### src/mbsp_pkg.sv
// ----------------------------------------------------------------------------
// mbsp_pkg: shared types and constants for the MIDI byte stream parser
// Request structs for both channels, result kinds and status nibbles.
// ----------------------------------------------------------------------------
package mbsp_pkg;

  // Data bytes kept per sysex message; bytes past this cap are dropped.
  localparam int unsigned MAX_SYSEX   = 1024;
  localparam int unsigned SX_CNT_W    = 11;

  localparam logic [SX_CNT_W-1:0] SX_LIMIT = SX_CNT_W'(MAX_SYSEX);

  // Result kinds
  localparam logic [3:0] K_NOTE     = 4'd0;
  localparam logic [3:0] K_POLY     = 4'd1;
  localparam logic [3:0] K_CTRL     = 4'd2;
  localparam logic [3:0] K_PROG     = 4'd3;
  localparam logic [3:0] K_CPRES    = 4'd4;
  localparam logic [3:0] K_BEND     = 4'd5;
  localparam logic [3:0] K_SX_START = 4'd6;
  localparam logic [3:0] K_SX_DATA  = 4'd7;
  localparam logic [3:0] K_SX_END   = 4'd8;

  // Status nibbles and system bytes
  localparam logic [3:0] ST_NOTE_OFF = 4'h8;
  localparam logic [3:0] ST_NOTE_ON  = 4'h9;
  localparam logic [3:0] ST_POLY     = 4'hA;
  localparam logic [3:0] ST_CTRL     = 4'hB;
  localparam logic [3:0] ST_PROG     = 4'hC;
  localparam logic [3:0] ST_CPRES    = 4'hD;
  localparam logic [3:0] ST_BEND     = 4'hE;
  localparam logic [3:0] ST_NONE     = 4'h0;
  localparam logic [7:0] SYSEX_BEGIN = 8'hF0;
  localparam logic [7:0] SYSEX_STOP  = 8'hF7;

  typedef struct packed {
    logic [7:0] byte_value;
    logic       out_of_range;
  } mbsp_in_t;

  typedef struct packed {
    logic [3:0]          msg_kind;
    logic [3:0]          channel;
    logic [6:0]          data_a;
    logic [13:0]         data_b;
    logic [SX_CNT_W-1:0] sysex_length;
  } mbsp_out_t;

endpackage

### src/midi_byte_stream_parser_unit.sv
// ----------------------------------------------------------------------------
// midi_byte_stream_parser_unit: MIDI byte stream to decoded messages
// Top level: input request register, decoder, result register.
// ----------------------------------------------------------------------------
// Usage
//   byte channel  : one raw MIDI byte per request (byte_valid / byte_stall /
//                   byte_data). out_of_range drops the byte and clears any
//                   half-received channel message; sysex state is kept.
//   result channel: one decoded message per request (result_valid /
//                   result_stall / result_data). Channel status, the first of
//                   two data bytes, dropped sysex and swallowed pairs give none.
//   Path          : an accepted byte passes the input register, then the
//                   result register, before its result shows.
//   Throughput    : one byte per cycle when not stalled, set by the single
//                   decode pass between the registers; parser state updates in it.
//   Stall         : while result_stall holds a full result register, the held
//                   byte waits in the input register and byte_stall rises; a
//                   byte with no result still needs the result slot free.
//   Reset         : rst (sync, active high) empties both registers and clears
//                   status type, channel, pending data and sysex state.
// ----------------------------------------------------------------------------
module midi_byte_stream_parser_unit import mbsp_pkg::*; (
  input  logic      clk,
  input  logic      rst,
  input  logic      byte_valid,
  output logic      byte_stall,
  input  mbsp_in_t  byte_data,
  output logic      result_valid,
  input  logic      result_stall,
  output mbsp_out_t result_data
);

  logic      advance;   // result slot empty or draining this cycle
  logic      held;      // input register holds a byte
  logic      fire;      // decode consumes the held byte
  logic      hit;
  mbsp_in_t  item;
  mbsp_out_t res;

  assign advance = ~result_valid | ~result_stall;
  assign fire    = held & advance;

  mbsp_in_stage u_in (
    .clk     (clk),
    .rst     (rst),
    .valid   (byte_valid),
    .stall   (byte_stall),
    .data    (byte_data),
    .advance (advance),
    .held    (held),
    .item    (item)
  );

  mbsp_decode u_dec (
    .clk  (clk),
    .rst  (rst),
    .fire (fire),
    .item (item),
    .hit  (hit),
    .res  (res)
  );

  // result register: refills or empties whenever the slot can advance
  always_ff @(posedge clk) begin
    if (rst) begin
      result_valid <= 1'b0;
    end else if (advance) begin
      result_valid <= fire & hit;
    end
  end

  always_ff @(posedge clk) begin
    if (fire && hit) begin
      result_data <= res;
    end
  end

  // byte channel only backs up behind an occupied input register
  assert property (@(posedge clk) disable iff (rst) byte_stall |-> held)
    else $error("input stalled with empty register");

  // sysex length only on sysex end
  assert property (@(posedge clk) disable iff (rst)
      (result_valid && result_data.msg_kind != K_SX_END) |-> result_data.sysex_length == '0)
    else $error("length on non-end result");

  // sysex results carry channel 0
  assert property (@(posedge clk) disable iff (rst)
      (result_valid && (result_data.msg_kind == K_SX_START ||
       result_data.msg_kind == K_SX_DATA || result_data.msg_kind == K_SX_END))
      |-> result_data.channel == '0)
    else $error("sysex result with channel");

endmodule

### src/mbsp_in_stage.sv
// ----------------------------------------------------------------------------
// mbsp_in_stage: input request register
// Holds one accepted byte until the decoder can consume it.
// ----------------------------------------------------------------------------
module mbsp_in_stage import mbsp_pkg::*; (
  input  logic     clk,
  input  logic     rst,
  input  logic     valid,
  output logic     stall,
  input  mbsp_in_t data,
  input  logic     advance,   // decoder and result slot can take the held byte
  output logic     held,
  output mbsp_in_t item
);

  logic take;

  assign stall = held & ~advance;
  assign take  = valid & ~stall;

  always_ff @(posedge clk) begin
    if (rst) begin
      held <= 1'b0;
    end else begin
      held <= take | (held & ~advance);
    end
  end

  always_ff @(posedge clk) begin
    if (take) begin
      item <= data;
    end
  end

endmodule

### src/mbsp_decode.sv
// ----------------------------------------------------------------------------
// mbsp_decode: parser state and single-pass byte decode
// Updates status / sysex state and forms at most one result per byte.
// ----------------------------------------------------------------------------
module mbsp_decode import mbsp_pkg::*; (
  input  logic      clk,
  input  logic      rst,
  input  logic      fire,
  input  mbsp_in_t  item,
  output logic      hit,
  output mbsp_out_t res
);

  logic                in_sysex, in_sysex_next;
  logic [SX_CNT_W-1:0] sysex_count, sysex_count_next;
  logic [3:0]          status_type, status_type_next;
  logic [3:0]          chan_reg, chan_reg_next;
  logic                data_ready, data_ready_next;
  logic [6:0]          first_data, first_data_next;

  logic [7:0] b;
  assign b = item.byte_value;

  always_comb begin
    in_sysex_next    = in_sysex;
    sysex_count_next = sysex_count;
    status_type_next = status_type;
    chan_reg_next    = chan_reg;
    data_ready_next  = data_ready;
    first_data_next  = first_data;
    hit              = 1'b0;
    res              = '0;

    if (item.out_of_range) begin
      status_type_next = ST_NONE;
      data_ready_next  = 1'b0;
    end else if (b[7]) begin
      if (b == SYSEX_BEGIN) begin
        in_sysex_next    = 1'b1;
        sysex_count_next = '0;
        hit              = 1'b1;
        res.msg_kind     = K_SX_START;
      end else if (b == SYSEX_STOP) begin
        hit              = in_sysex;
        res.msg_kind     = K_SX_END;
        res.sysex_length = sysex_count;
        in_sysex_next    = 1'b0;
        sysex_count_next = '0;
      end else begin
        status_type_next = b[7:4];
        chan_reg_next    = b[3:0];
        data_ready_next  = (b[7:4] == ST_PROG) || (b[7:4] == ST_CPRES);
      end
    end else if (in_sysex) begin
      // bytes past the cap are dropped silently
      if (sysex_count < SX_LIMIT) begin
        sysex_count_next = sysex_count + 1'b1;
        hit              = 1'b1;
        res.msg_kind     = K_SX_DATA;
        res.data_a       = b[6:0];
      end
    end else if (!data_ready) begin
      first_data_next = b[6:0];
      data_ready_next = 1'b1;
    end else begin
      status_type_next = ST_NONE;
      data_ready_next  = 1'b0;
      res.channel      = chan_reg;
      hit              = 1'b1;
      unique case (status_type)
        ST_NOTE_OFF: begin
          res.msg_kind = K_NOTE;
          res.data_a   = first_data;
        end
        ST_NOTE_ON: begin
          res.msg_kind = K_NOTE;
          res.data_a   = first_data;
          res.data_b   = {7'd0, b[6:0]};
        end
        ST_POLY: begin
          res.msg_kind = K_POLY;
          res.data_a   = first_data;
          res.data_b   = {7'd0, b[6:0]};
        end
        ST_CTRL: begin
          res.msg_kind = K_CTRL;
          res.data_a   = first_data;
          res.data_b   = {7'd0, b[6:0]};
        end
        ST_PROG: begin
          res.msg_kind = K_PROG;
          res.data_b   = {7'd0, b[6:0]};
        end
        ST_CPRES: begin
          res.msg_kind = K_CPRES;
          res.data_b   = {7'd0, b[6:0]};
        end
        ST_BEND: begin
          res.msg_kind = K_BEND;
          res.data_b   = {b[6:0], first_data};
        end
        default: begin
          // system or cleared type: pair swallowed
          hit = 1'b0;
          res = '0;
        end
      endcase
    end
  end

  always_ff @(posedge clk) begin
    if (rst) begin
      in_sysex    <= 1'b0;
      sysex_count <= '0;
      status_type <= ST_NONE;
      chan_reg    <= '0;
      data_ready  <= 1'b0;
      first_data  <= '0;
    end else if (fire) begin
      in_sysex    <= in_sysex_next;
      sysex_count <= sysex_count_next;
      status_type <= status_type_next;
      chan_reg    <= chan_reg_next;
      data_ready  <= data_ready_next;
      first_data  <= first_data_next;
    end
  end

  // count never runs past the cap
  assert property (@(posedge clk) disable iff (rst) sysex_count <= SX_LIMIT)
    else $error("sysex count above cap");

  // count is cleared whenever sysex is not open
  assert property (@(posedge clk) disable iff (rst) !in_sysex |-> sysex_count == '0)
    else $error("sysex count nonzero outside sysex");

  // a consumed out-of-range byte never produces a result
  assert property (@(posedge clk) disable iff (rst)
      (fire && item.out_of_range) |-> !hit)
    else $error("result from out-of-range byte");

endmodule
### config.mk
export PLATFORM = sky130hd
export DESIGN_NAME = midi_byte_stream_parser_unit
export DESIGN_NICKNAME = d
export VERILOG_FILES = /design/src/mbsp_pkg.sv /design/src/midi_byte_stream_parser_unit.sv /design/src/mbsp_in_stage.sv /design/src/mbsp_decode.sv
export SDC_FILE = /design/constraint.sdc
export NUM_CORES = 1
export LEC_CHECK = 0
export CAP_MARGIN = 20
export CORE_UTILIZATION = 35
export DETAILED_ROUTE_END_ITERATION = 7
export DONT_BUFFER_PORTS = 1
export HOLD_SLACK_MARGIN = 0.05
export SYNTH_ARGS = -nofsm -noshare
export SYNTH_HDL_FRONTEND = slang
export SYNTH_HIERARCHICAL = 1
export SYNTH_SLANG_ARGS = --single-unit
### constraint.sdc
create_clock -name clk -period 3.98 [get_ports clk]
set_input_delay 0.199 -clock clk [delete_from_list [all_inputs] [get_ports clk]]
set_output_delay 0.199 -clock clk [all_outputs]
set_load 0.02 [all_outputs]
==> results of run 1 <==
-- repair_timing --
| action | in CTS | in global routing |
|---|---|---|
| hold buffers | 12 | 0 |
| endpoints found under the hold margin | 38 | 0 |
| resized for setup | 0 | 0 |
-- critical path, delay by kind of cell (launching register included) --
family | cells | cell delay (ps)
AO/OA/AOI/OAI | 3 | 700
buffers and inverters | 1 | 410
flip-flops | 1 | 490
AND/OR/NAND/NOR | 3 | 740
-- metrics by stage --
| stage | setup WS, ps | area, sq um | total power, mW | hold WS (ps) | instances |
|---|---|---|---|---|---|
| finish | 1280 | 3900 | 1.52 | 91.5 | 441 |
| global route | 1120 | 3900 | 1.57 | 69.1 | 441 |
| CTS | 1250 | 3900 | 1.53 | 69.1 | 441 |
| detailed placement | 1260 | 3580 | 0.938 | 276 | 413 |
| global placement | 1330 | 3580 | 0.936 | 276 | 413 |
| floorplan | 257 | 3500 | 0.933 | 268 | 299 |
-- cells by family after synthesis --
kind of cell | synth area share (%)
AO/OA/AOI/OAI | 11.9
XOR/XNOR | 0.250
adder cells (fa/ha/maj) | 0.357
buffers and inverters | 3.04
flip-flops | 59.1
multiplexers | 4.29
AND/OR/NAND/NOR | 21.0
-- metal layers --
metal / GRT usage [%] / share of wire [%] / vias to the layer above
met5: 0 / 0 / -
met4: 8.24 / 2.6 / 0
met3: 4.17 / 4.7 / 15
met2: 24.2 / 46 / 81
met1: 19.6 / 47 / 1182
li1: - / - / 1120
-- power breakdown --
group	internal, mW	leakage, nW	switching (mW)	total, mW
clock network	0.290	0.0895	0.292	0.582
logic	0.0233	0.514	0.0283	0.0516
registers	0.871	0.710	0.0144	0.885
total	1.18	1.31	0.334	1.52
-- worst min-delay path by stage --
stage                     startpoint                    end  cells past startpoint
after floorplan                  rst           result_valid                      1
after CTS                        rst  u_dec/sysex_count[10]                      2
after detailed placement         rst   u_dec/status_type[0]                      1
after global placement           rst   u_dec/sysex_count[1]                      1
after global routing             rst  u_dec/sysex_count[10]                      2
final                            rst  u_dec/sysex_count[10]                      2
-- cells in the final DEF, fill, tap and decap left out, types with 5 or more instances in the layout --
cell type	synthesis	routed
a22o_1	8	8
or3b_1	6	6
nor2b_1	5	5
and2_1	23	23
dlygate4sd3_1	0	11
edfxtp_1	49	49
nor3_1	5	5
a22oi_1	7	7
nand4_1	5	5
nor2_1	20	20
mux2i_1	15	15
o21ai_0	10	10
nand3b_1	9	9
a21oi_1	21	20
nand3_1	13	13
dfxtp_1	30	30
clkbuf_8	0	9
nand2_1	14	14
-- layout make-up --
| cell class | count | area [sq um] |
|---|---|---|
| Clock buffer | 11 | 131 |
| Clock inverter | 5 | 58.8 |
| Fill cell | 970 | 5830 |
| Multi-Input combinational cell | 200 | 1340 |
| Sequential cell | 79 | 2070 |
| Tap cell | 133 | 166 |
| Timing Repair Buffer | 13 | 138 |
==> metrics.csv, run 1 <==
stage,metric,value,unit
outcome,status,"finished, final reports clean",
timing,Final Cycle Share,67.8,%
die,Initial Util,36.0,%
placement,dpl hpwl,4990,um
timing,Fin Setup TNS,0,ps
yosys,Syn Area/Cell,11.7,sq um
worst_setup_path,Setup crit start kind,flop,
global_routing,largest net degree at the start of global routing,38,
cells_and_area,Largest Register,result_data,
timing,fin. max-slew vios,0,
yosys,commonest cells in the synthesized netlist,"edfxtp_1 (49), dfxtp_1 (30), and2_1 (23), a21oi_1 (21), nor2_1 (20)",
detailed_routing,total number of vias,2398,
yosys,sequential area share after synthesis,59.1,%
yosys,most frequent cell after synthesis,edfxtp_1,
yosys,ys flop type,edfxtp_1,
worst_setup_path,Setup crit end,result_data[32],
cells_and_area,Largest register FFs,40,
cells_and_area,Synth-to-Final Area Change,11.4,%
worst_setup_path,Reg-to-Reg Start,u_in/item[1],
timing,Fin. Hold Viols,0,
detailed_routing,Initial DRC Count,160,
timing,Period minus WS final,2700,ps
clock_tree,CTS tree,built,
cells_and_area,Final #Nets,317,
yosys,post-synth top area share,42.0,%
cells_and_area,largest registers,"result_data (40), u_dec/sysex_count (11), u_in/item (9)",
global_routing,GRT Util Overall,15.5,%
clock_tree,cts bufs inserted,9,
yosys,"Cell Area, Synth",3500,sq um
die,die area,10400,sq um
timing,Slew HR,30.5,%
global_routing,vias in the first global route,2248,
timing,actual slew at the worst max-slew pin,1040,ps
die,die height,102,um
yosys,Syn. warnings,6,
global_routing,grt ovf,0,
worst_setup_path,worst-path cell chain,"nor3_2, a21o_1, nand3_1, a21oi_1, nand2_1, a21oi_4, buf_4",
yosys,Mapped Cells,299,
power_and_ir_drop,PwrDens,389,nW/um^2
clock_tree,Setup Buffers After CTS,0,
yosys,Post-Syn Nets,313,
global_routing,initial antenna violation count,0,
die,Die X,102,um
yosys,Synth Register Bits,79,
detailed_routing,Via density,5.44,
clock_tree,clk root buf,clkbuf_8,
power_and_ir_drop,Pleak,1.31,nW
clock_tree,clock insertion delay at the later pin of the skew report,360,ps
clock_tree,H-tree lvl count,3,
hold_path,Worst Hold Class,primary input to flop,
worst_setup_path,crit-path max cell delay,540,ps
yosys,"top cells by area, synth","edfxtp_1 (42%), dfxtp_1 (17%), mux2i_1 (4.3%), and2_1 (4.1%), a21oi_1 (3.0%)",
die,core area,9730,sq um
placement,number of port buffers,0,
flow_run,max_cap viols,0,
detailed_routing,drt first pass iters,8,
cells_and_area,ANT cells,0,
detailed_routing,Remaining DRCs,0,
detailed_routing,WL final,7690,um
yosys,Yosys cell types,49,
worst_setup_path,Setup CP Type,flop to flop,
timing,clk_skew,9.60,ps
worst_setup_path,Worst EP arrival,2720,ps
worst_setup_path,CP required,4010,ps
worst_setup_path,R2R cell count,7,
clock_tree,Clock Tree Buf Depth,2,
timing,endpoints failing setup,0,
cells_and_area,fraction of layout cells with a size suffix above 1,9.09,%
timing,Max Fclk,371,MHz
global_routing,first-pass GRT wire length,11900,um
clock_tree,Clock Sinks,79,
detailed_routing,Antenna Nets Post-Route,0,
clock_tree,clock-pin slew on the worst setup and hold paths,80,ps
timing,unrepaired setup endpoints after global routing,false,
worst_setup_path,crit path launch,u_in/item[1],
worst_setup_path,Critical Path End Type,flop,
power_and_ir_drop,worst vdd ir,0.149,mV
placement,routability cong.,0.856,
yosys,ys async rst share,0,%
cells_and_area,post-layout util,40.1,%
yosys,number of flops mapped to enable cells by yosys,49,
detailed_routing,drt wl/cell,17.4,um
die,IO Pins,55,
worst_setup_path,highest-delay cell along the critical path,nor3_2,
die,Rows,36,
yosys,cell taking the most area after synthesis,edfxtp_1,
worst_setup_path,CP Max Fanout,28,
worst_setup_path,FF-to-FF End,result_data[32],
worst_setup_path,Reg2Reg Setup Slack,1280,ps
Power figures use the tool's default switching activity.
==> run 2: changes to the inputs <==
- ABC_AREA: not set -> 1
- clock period: 3.98 -> 2.2 ns (I/O delays scaled with it)
==> run 2 against run 1 <==
  * Design area increased by 3.0%
  * Non-clock buffer count grew 7
  * Combinational power rose to 2.6 times the previous value
  * Clock power is 84% higher
  * Cell count grew 23%
  * Power is 86% higher
  * Flip-flop and latch count unchanged
  * Register-to-register slack got worse by 1100 ps
  * Synthesized cell count rose by 28%
==> metrics.csv, run 2 <==
stage,metric,value,unit
detailed_routing,drt wl/cell,13.2,um
detailed_routing,met1 wire length,3450,um
cells_and_area,"commonest non-fill, non-tap cells in the layout","nand2_1 (69), inv_1 (58), nor2_1 (53), edfxtp_1 (49), dfxtp_1 (30)",
power_and_ir_drop,Pleak,1.42,nW
worst_setup_path,Buf/Inv on CP,3,
global_routing,initial antenna violation count,0,
die,Die X,102,um
timing,actual slew at the worst max-slew pin,713,ps
detailed_routing,DR top layer,met4,
global_routing,largest net degree at the start of global routing,29,
timing,Final Cycle Share,90.1,%
timing,hold slack,81.2,ps
cells_and_area,sequential standard cell area,2070,sq um
yosys,commonest cells in the synthesized netlist,"nand2_1 (69), inv_1 (59), nor2_1 (54), edfxtp_1 (49)",
cells_and_area,Final #Nets,418,
cells_and_area,Largest Register,result_data,
yosys,adder-cell share of the synthesized area,0.357,%
placement,routability cong.,0.934,
worst_setup_path,Setup CP Type,flop to flop,
global_routing,grt ovf,0,
detailed_routing,Via density,4.79,
detailed_routing,Initial DRC Count,135,
worst_setup_path,crit-path max cell delay,430,ps
clock_tree,Clock Tree Buf Depth,2,
yosys,main combinational cell family by area after synthesis,simple AND/OR/NAND/NOR gates,
clock_tree,Clock Sinks,79,
yosys,simple-gate share of the synthesized area,22.4,%
cells_and_area,"commonest non-fill, non-tap cell in the layout",nand2_1,
cells_and_area,multi-input logic area,1160,sq um
power_and_ir_drop,total power,2.83,mW
power_and_ir_drop,PwrDens,704,nW/um^2
placement,number of port buffers,0,
die,die height,102,um
timing,Period minus WS final,1980,ps
clock_tree,clock insertion delay at the later pin of the skew report,350,ps
worst_setup_path,R2R cell count,10,
worst_setup_path,crit-path leading delay family,simple AND/OR/NAND/NOR gates,
worst_setup_path,Critical Path End Type,flop,
yosys,"top cells by area, synth","edfxtp_1 (42%), dfxtp_1 (17%), nand2_1 (7.4%), inv_1 (6.3%), nor2_1 (5.8%)",
die,Initial Util,36.1,%
yosys,Mapped Cells,383,
worst_setup_path,CP required,2250,ps
worst_setup_path,Reg2Reg Setup Slack,220,ps
worst_setup_path,Worst EP arrival,2030,ps
yosys,post-synthesis mux area share,0,%
outcome,status,"finished, final reports clean",
cells_and_area,Final Non-Filler Cells,542,
yosys,post-synthesis compound-gate area fraction,9.91,%
clock_tree,cts bufs inserted,9,
die,IO Pins,55,
worst_setup_path,worst-path cell chain,"inv_1, nand2_1, nor2_2, a21oi_2, o21ai_1, nand2_1, nor2_1, inv_1, nor3_4, buf_12",
hold_path,Worst Hold Class,primary input to flop,
hold_path,Worst Hold Depth,4,
yosys,Post-Syn Nets,397,
power_and_ir_drop,worst vdd ir,0.272,mV
yosys,post-synth top area share,41.9,%
placement,dpl hpwl,5250,um
timing,endpoints failing setup,0,
detailed_routing,met2 wire length,3130,um
yosys,ys async rst share,0,%
clock_tree,Setup Buffers After CTS,0,
cells_and_area,fraction of layout cells with a size suffix above 1,10.0,%
yosys,ys flop type,edfxtp_1,
global_routing,vias in the first global route,2380,
cells_and_area,Largest register FFs,40,
worst_setup_path,Levels on crit path,10,
cells_and_area,largest registers,"result_data (40), u_dec/sysex_count (11), u_in/item (9)",
yosys,Syn. warnings,6,
worst_setup_path,highest-delay cell along the critical path,edfxtp_1,
detailed_routing,total number of vias,2594,
timing,clk_skew,8.87,ps
yosys,Syn Area/Cell,9.16,sq um
yosys,Yosys cell types,31,
detailed_routing,Remaining DRCs,0,
worst_setup_path,FF-to-FF End,result_data[29],
timing,unrepaired setup endpoints after global routing,false,
yosys,cell taking the most area after synthesis,edfxtp_1,
timing,fin. max-slew vios,0,
placement,Inst Count DP,515,
timing,Slew HR,52.3,%
worst_setup_path,Reg-to-Reg Start,u_in/item[2],
die,die area,10400,sq um
detailed_routing,Antenna Nets Post-Route,0,
timing,Fin. Hold Viols,0,
yosys,"Cell Area, Synth",3510,sq um
yosys,number of flops mapped to enable cells by yosys,49,
global_routing,first-pass GRT wire length,11500,um
clock_tree,H-tree lvl count,3,
yosys,most frequent cell after synthesis,nand2_1,
cells_and_area,ANT cells,0,
hold_path,Hold Crit Start,result_stall,
die,Rows,36,
clock_tree,clk root buf,clkbuf_8,
hold_path,Hold Crit Endpoint,result_valid,
worst_setup_path,CP Max Fanout,28,
yosys,Synth Register Bits,79,
yosys,sequential area share after synthesis,59.0,%
detailed_routing,WL final,7140,um
cells_and_area,Fillers,977,
detailed_routing,met3 routed wirelength,443,um
timing,Max Fclk,505,MHz
flow_run,max_cap viols,0,
cells_and_area,post-layout util,41.3,%
clock_tree,CTS tree,built,
clock_tree,clock-pin slew on the worst setup and hold paths,80,ps
cells_and_area,Synth-to-Final Area Change,14.5,%
worst_setup_path,Setup crit start kind,flop,
yosys,XOR/XNOR Fraction of Synth Area,0,%
global_routing,GRT Util Overall,14.7,%
detailed_routing,drt first pass iters,4,
die,core area,9730,sq um
run 2: cell types whose count changed in the layout (fill, tap and decap cells not counted), moves of 6 or more:
cell | before | now
a22oi_1 | 7 | 0
nor2_1 | 20 | 53
mux2i_1 | 15 | 0
o22ai_1 | 1 | 7
a211oi_1 | 1 | 7
a22o_1 | 8 | 0
and2_1 | 23 | 0
or3b_1 | 6 | 0
inv_1 | 0 | 58
a21oi_1 | 20 | 29
nand2_1 | 14 | 69
nand3b_1 | 9 | 0
buf_4 | 1 | 7
run 2: worst max-delay path by stage:
stage | end | slack [ps] | from
CTS | result_data[10] | 200 | u_in/item[4]
floorplan | result_data[0] | -280 | u_in/item[4]
detailed placement | result_data[7] | 230 | u_in/item[2]
global placement | result_data[5] | 280 | u_in/item[2]
global route | result_data[19] | 2 | u_in/item[2]
finish | result_data[29] | 220 | u_in/item[2]
run 2: area by class of cell:
| cell class | instances | area share (%) |
|---|---|---|
| clock inverter | 5 | 1.46 |
| clock buffer | 11 | 3.52 |
| multi-input combinational | 233 | 28.8 |
| sequential | 79 | 51.6 |
| tap | 133 | 4.14 |
| inverter | 61 | 5.70 |
| timing repair buffer | 20 | 4.83 |
run 2: cells by family (layout without fill, tap and decap cells):
| logic type | Yosys count | count (layout) |
|---|---|---|
| buf+inv | 71 | 97 |
| compound gates | 63 | 63 |
| simple gates | 169 | 169 |
| fa+ha+maj | 1 | 1 |
| flops | 79 | 79 |
run 2: worst reg2reg max path, delay by kind of cell, from the launching register on:
| kind | cells | cell delay (ps) |
|---|---|---|
| flip-flops | 1 | 430 |
| buffers and inverters | 3 | 450 |
| AO/OA/AOI/OAI | 2 | 200 |
| AND/OR/NAND/NOR | 5 | 610 |
run 2: per-stage QoR:
step / TNS, ps / cell area, sq um / setup WS, ps
global route: 0 / 4020 / 2.05
floorplan: -11210 / 3520 / -280
CTS: 0 / 4020 / 199
global placement: 0 / 3700 / 277
finish: 0 / 4020 / 218
detailed placement: 0 / 3700 / 227
run 2: report_power, final:
| group | internal (mW) | switching, mW | leakage [nW] |
|---|---|---|---|
| clock | 0.555 | 0.510 | 0.0955 |
| sequential | 1.59 | 0.0376 | 0.653 |
| combinational | 0.0436 | 0.0889 | 0.673 |
run 2: what timing repair did:
| action | in CTS | in global routing |
|---|---|---|
| hold endpoints to repair | 20 | 0 |
| gates resized for setup | 0 | 2 |
| hold buffers | 11 | 0 |
| endpoints found under the setup margin | 0 | 10 |
run 2: per-layer routing:
layer / vias up / GRT usage, %
met2: 76 / 21.7
met1: 1195 / 19.3
met4: 0 / 7.36
li1: 1314 / -
met3: 9 / 4.72
met5: - / 0
==> run 3: changes to the inputs <==
- ABC_AREA: 1 -> not set
- REMOVE_ABC_BUFFERS: not set -> 1
==> run 3 against run 2 <==
  * Design area grew 0.81%
  * Clock power down 8%
  * Worst hold slack gained 81 ps
  * Via count shrank 9.6%
  * Critical path depth is 6 lower
  * Setup slack got worse by 23 ps
  * Sequential share of layout area down 0.41 points
  * Combinational power decreased by 15%
  * Global-route usage shrank 0.82 points
  * Sequential power shrank 2%
  * Maximum frequency down 1.1%
  * Routed wire length down 5.5%
==> metrics.csv, run 3 (synthesis gave the netlist of run 1 again) <==
stage,metric,value,unit
worst_setup_path,Setup crit start kind,flop,
clock_tree,Clock Sinks,79,
clock_tree,clock insertion delay at the later pin of the skew report,360,ps
clock_tree,Clock Tree Buf Depth,2,
timing,unrepaired setup endpoints after global routing,false,
detailed_routing,Antenna Nets Post-Route,0,
global_routing,first-pass GRT wire length,11100,um
die,Die X,102,um
placement,dpl hpwl,4620,um
timing,Max Fclk,499,MHz
detailed_routing,Initial DRC Count,146,
detailed_routing,Via density,5.10,
worst_setup_path,crit-path max cell delay,590,ps
detailed_routing,drt first pass iters,4,
timing,fin. max-slew vios,0,
power_and_ir_drop,Flop pwr share,59.3,%
power_and_ir_drop,sw frac,23.7,%
worst_setup_path,worst-path cell chain,"or3_4, or3b_1, mux2i_1, nor2_1",
global_routing,global-route met1 utilization,17.9,%
detailed_routing,total number of vias,2345,
clock_tree,clock-pin slew on the worst setup and hold paths,90,ps
global_routing,grt ovf,0,
cells_and_area,"commonest non-fill, non-tap cells in the layout","edfxtp_1 (49), dfxtp_1 (30), and2_1 (23), a21oi_1 (20), nor2_1 (20)",
die,Initial Util,36.0,%
die,die area,10400,sq um
cells_and_area,multi-input logic area,1340,sq um
cells_and_area,ANT cells,0,
cells_and_area,fraction of layout cells with a size suffix above 1,14.4,%
hold_path,Worst Hold Class,primary input to flop,
cells_and_area,Final #Nets,336,
timing,Worst Slack Setup Final,195,ps
detailed_routing,drt wl/cell,14.7,um
global_routing,M2 GR Usage,22.2,%
timing,Slew HR,49.5,%
cells_and_area,Final Non-Filler Cells,460,
clock_tree,clk root buf,clkbuf_8,
placement,number of port buffers,0,
worst_setup_path,CP required,2440,ps
cells_and_area,Fillers,950,
placement,Inst Count DP,430,
placement,routability cong.,0.788,
detailed_routing,WL final,6750,um
timing,Fin. Hold Viols,0,
worst_setup_path,crit-path leading delay family,simple AND/OR/NAND/NOR gates,
cells_and_area,"commonest non-fill, non-tap cell in the layout",edfxtp_1,
power_and_ir_drop,PwrDens,663,nW/um^2
global_routing,global routing usage on met3,4.24,%
cells_and_area,Largest Register,result_data,
timing,actual slew at the worst max-slew pin,751,ps
power_and_ir_drop,Combinational Power Share,4.2,%
die,IO Pins,55,
global_routing,layer with the highest usage,met2,
cells_and_area,sequential standard cell area,2070,sq um
die,core area,9730,sq um
clock_tree,H-tree lvl count,3,
clock_tree,Setup Buffers After CTS,0,
global_routing,initial antenna violation count,0,
cells_and_area,Synth-to-Final Area Change,15.6,%
worst_setup_path,Setup CP Type,flop to flop,
cells_and_area,Largest register FFs,40,
timing,Final Cycle Share,91.1,%
detailed_routing,Remaining DRCs,0,
cells_and_area,largest registers,"result_data (40), u_dec/sysex_count (11), u_in/item (9)",
worst_setup_path,CP Max Fanout,10,
worst_setup_path,highest-delay cell along the critical path,or3b_1,
global_routing,vias in the first global route,2202,
clock_tree,cts bufs inserted,9,
timing,clk_skew,15.0,ps
worst_setup_path,Critical Path End Type,flop,
die,Rows,36,
power_and_ir_drop,worst vdd ir,0.287,mV
power_and_ir_drop,clock power share,36.5,%
clock_tree,"Hold-fix buffers, CTS",14,
power_and_ir_drop,Pleak,1.41,nW
outcome,status,"finished, final reports clean",
power_and_ir_drop,P_sw,0.637,mW
clock_tree,CTS tree,built,
timing,endpoints failing setup,0,
worst_setup_path,Worst EP arrival,2250,ps
worst_setup_path,Buf/Inv on CP,0,
placement,DP Worst Slack,220,ps
global_routing,largest net degree at the start of global routing,41,
flow_run,max_cap viols,0,
power_and_ir_drop,Internal Pwr Total,2.05,mW
timing,Period minus WS final,2000,ps
clock_tree,# resized after CTS,0,
global_routing,GRT Util Overall,13.9,%
die,die height,102,um
==> run 3: final timing paths <==
path | startpoint | to | slack, ps | depth (start not counted)
max | u_in/item[8] | u_dec/first_data[6] | 200 | 4
min | result_stall | result_data[6] | 160 | 2
max reg2reg | u_in/item[8] | u_dec/first_data[6] | 200 | 4
min reg2reg | u_dec/chan_reg[3] | u_dec/chan_reg[3] | 480 | 2
==> run 3: per-layer routing <==
metal / part of all wire (%) / vias to the layer above
met1: 46 / 1120
met4: 1.5 / 0
met2: 48 / 62
li1: - / 1157
met3: 4.5 / 6
met5: 0 / -
==> run 3: power groups by stage <==
| stage | Sequential (mW) | Combinational, mW | Clock [mW] |
|---|---|---|---|
| 2_1_floorplan | 1.63 | 0.0500 | 0 |
| 3_3_place_gp | 1.63 | 0.0795 | 0 |
| 3_5_place_dp | 1.63 | 0.0811 | 0 |
| 4_1_cts | 1.59 | 0.113 | 1.00 |
| 5_1_grt | 1.60 | 0.124 | 1.06 |
| 6_report | 1.59 | 0.113 | 0.980 |
==> run 3: layout make-up <==
class / instances / share of cell area, %
well taps: 133 / 4.11
clock buffers: 9 / 3.06
flip-flops and latches: 79 / 51.1
multi-input cells: 200 / 33.0
repair buffers: 32 / 7.35
clock inverters: 7 / 1.36
==> run 3: per-stage QoR <==
step	total power, mW	TNS, ps	cell area [sq um]	util [%]	hold slack [ps]
floorplan	1.68	-61240	3400	-	179
global placement	1.71	0	3720	38.3	186
detailed placement	1.71	0	3720	38.3	186
CTS	2.71	0	4050	41.6	164
global route	2.78	0	4050	41.6	166
finish	2.69	0	4050	41.6	163
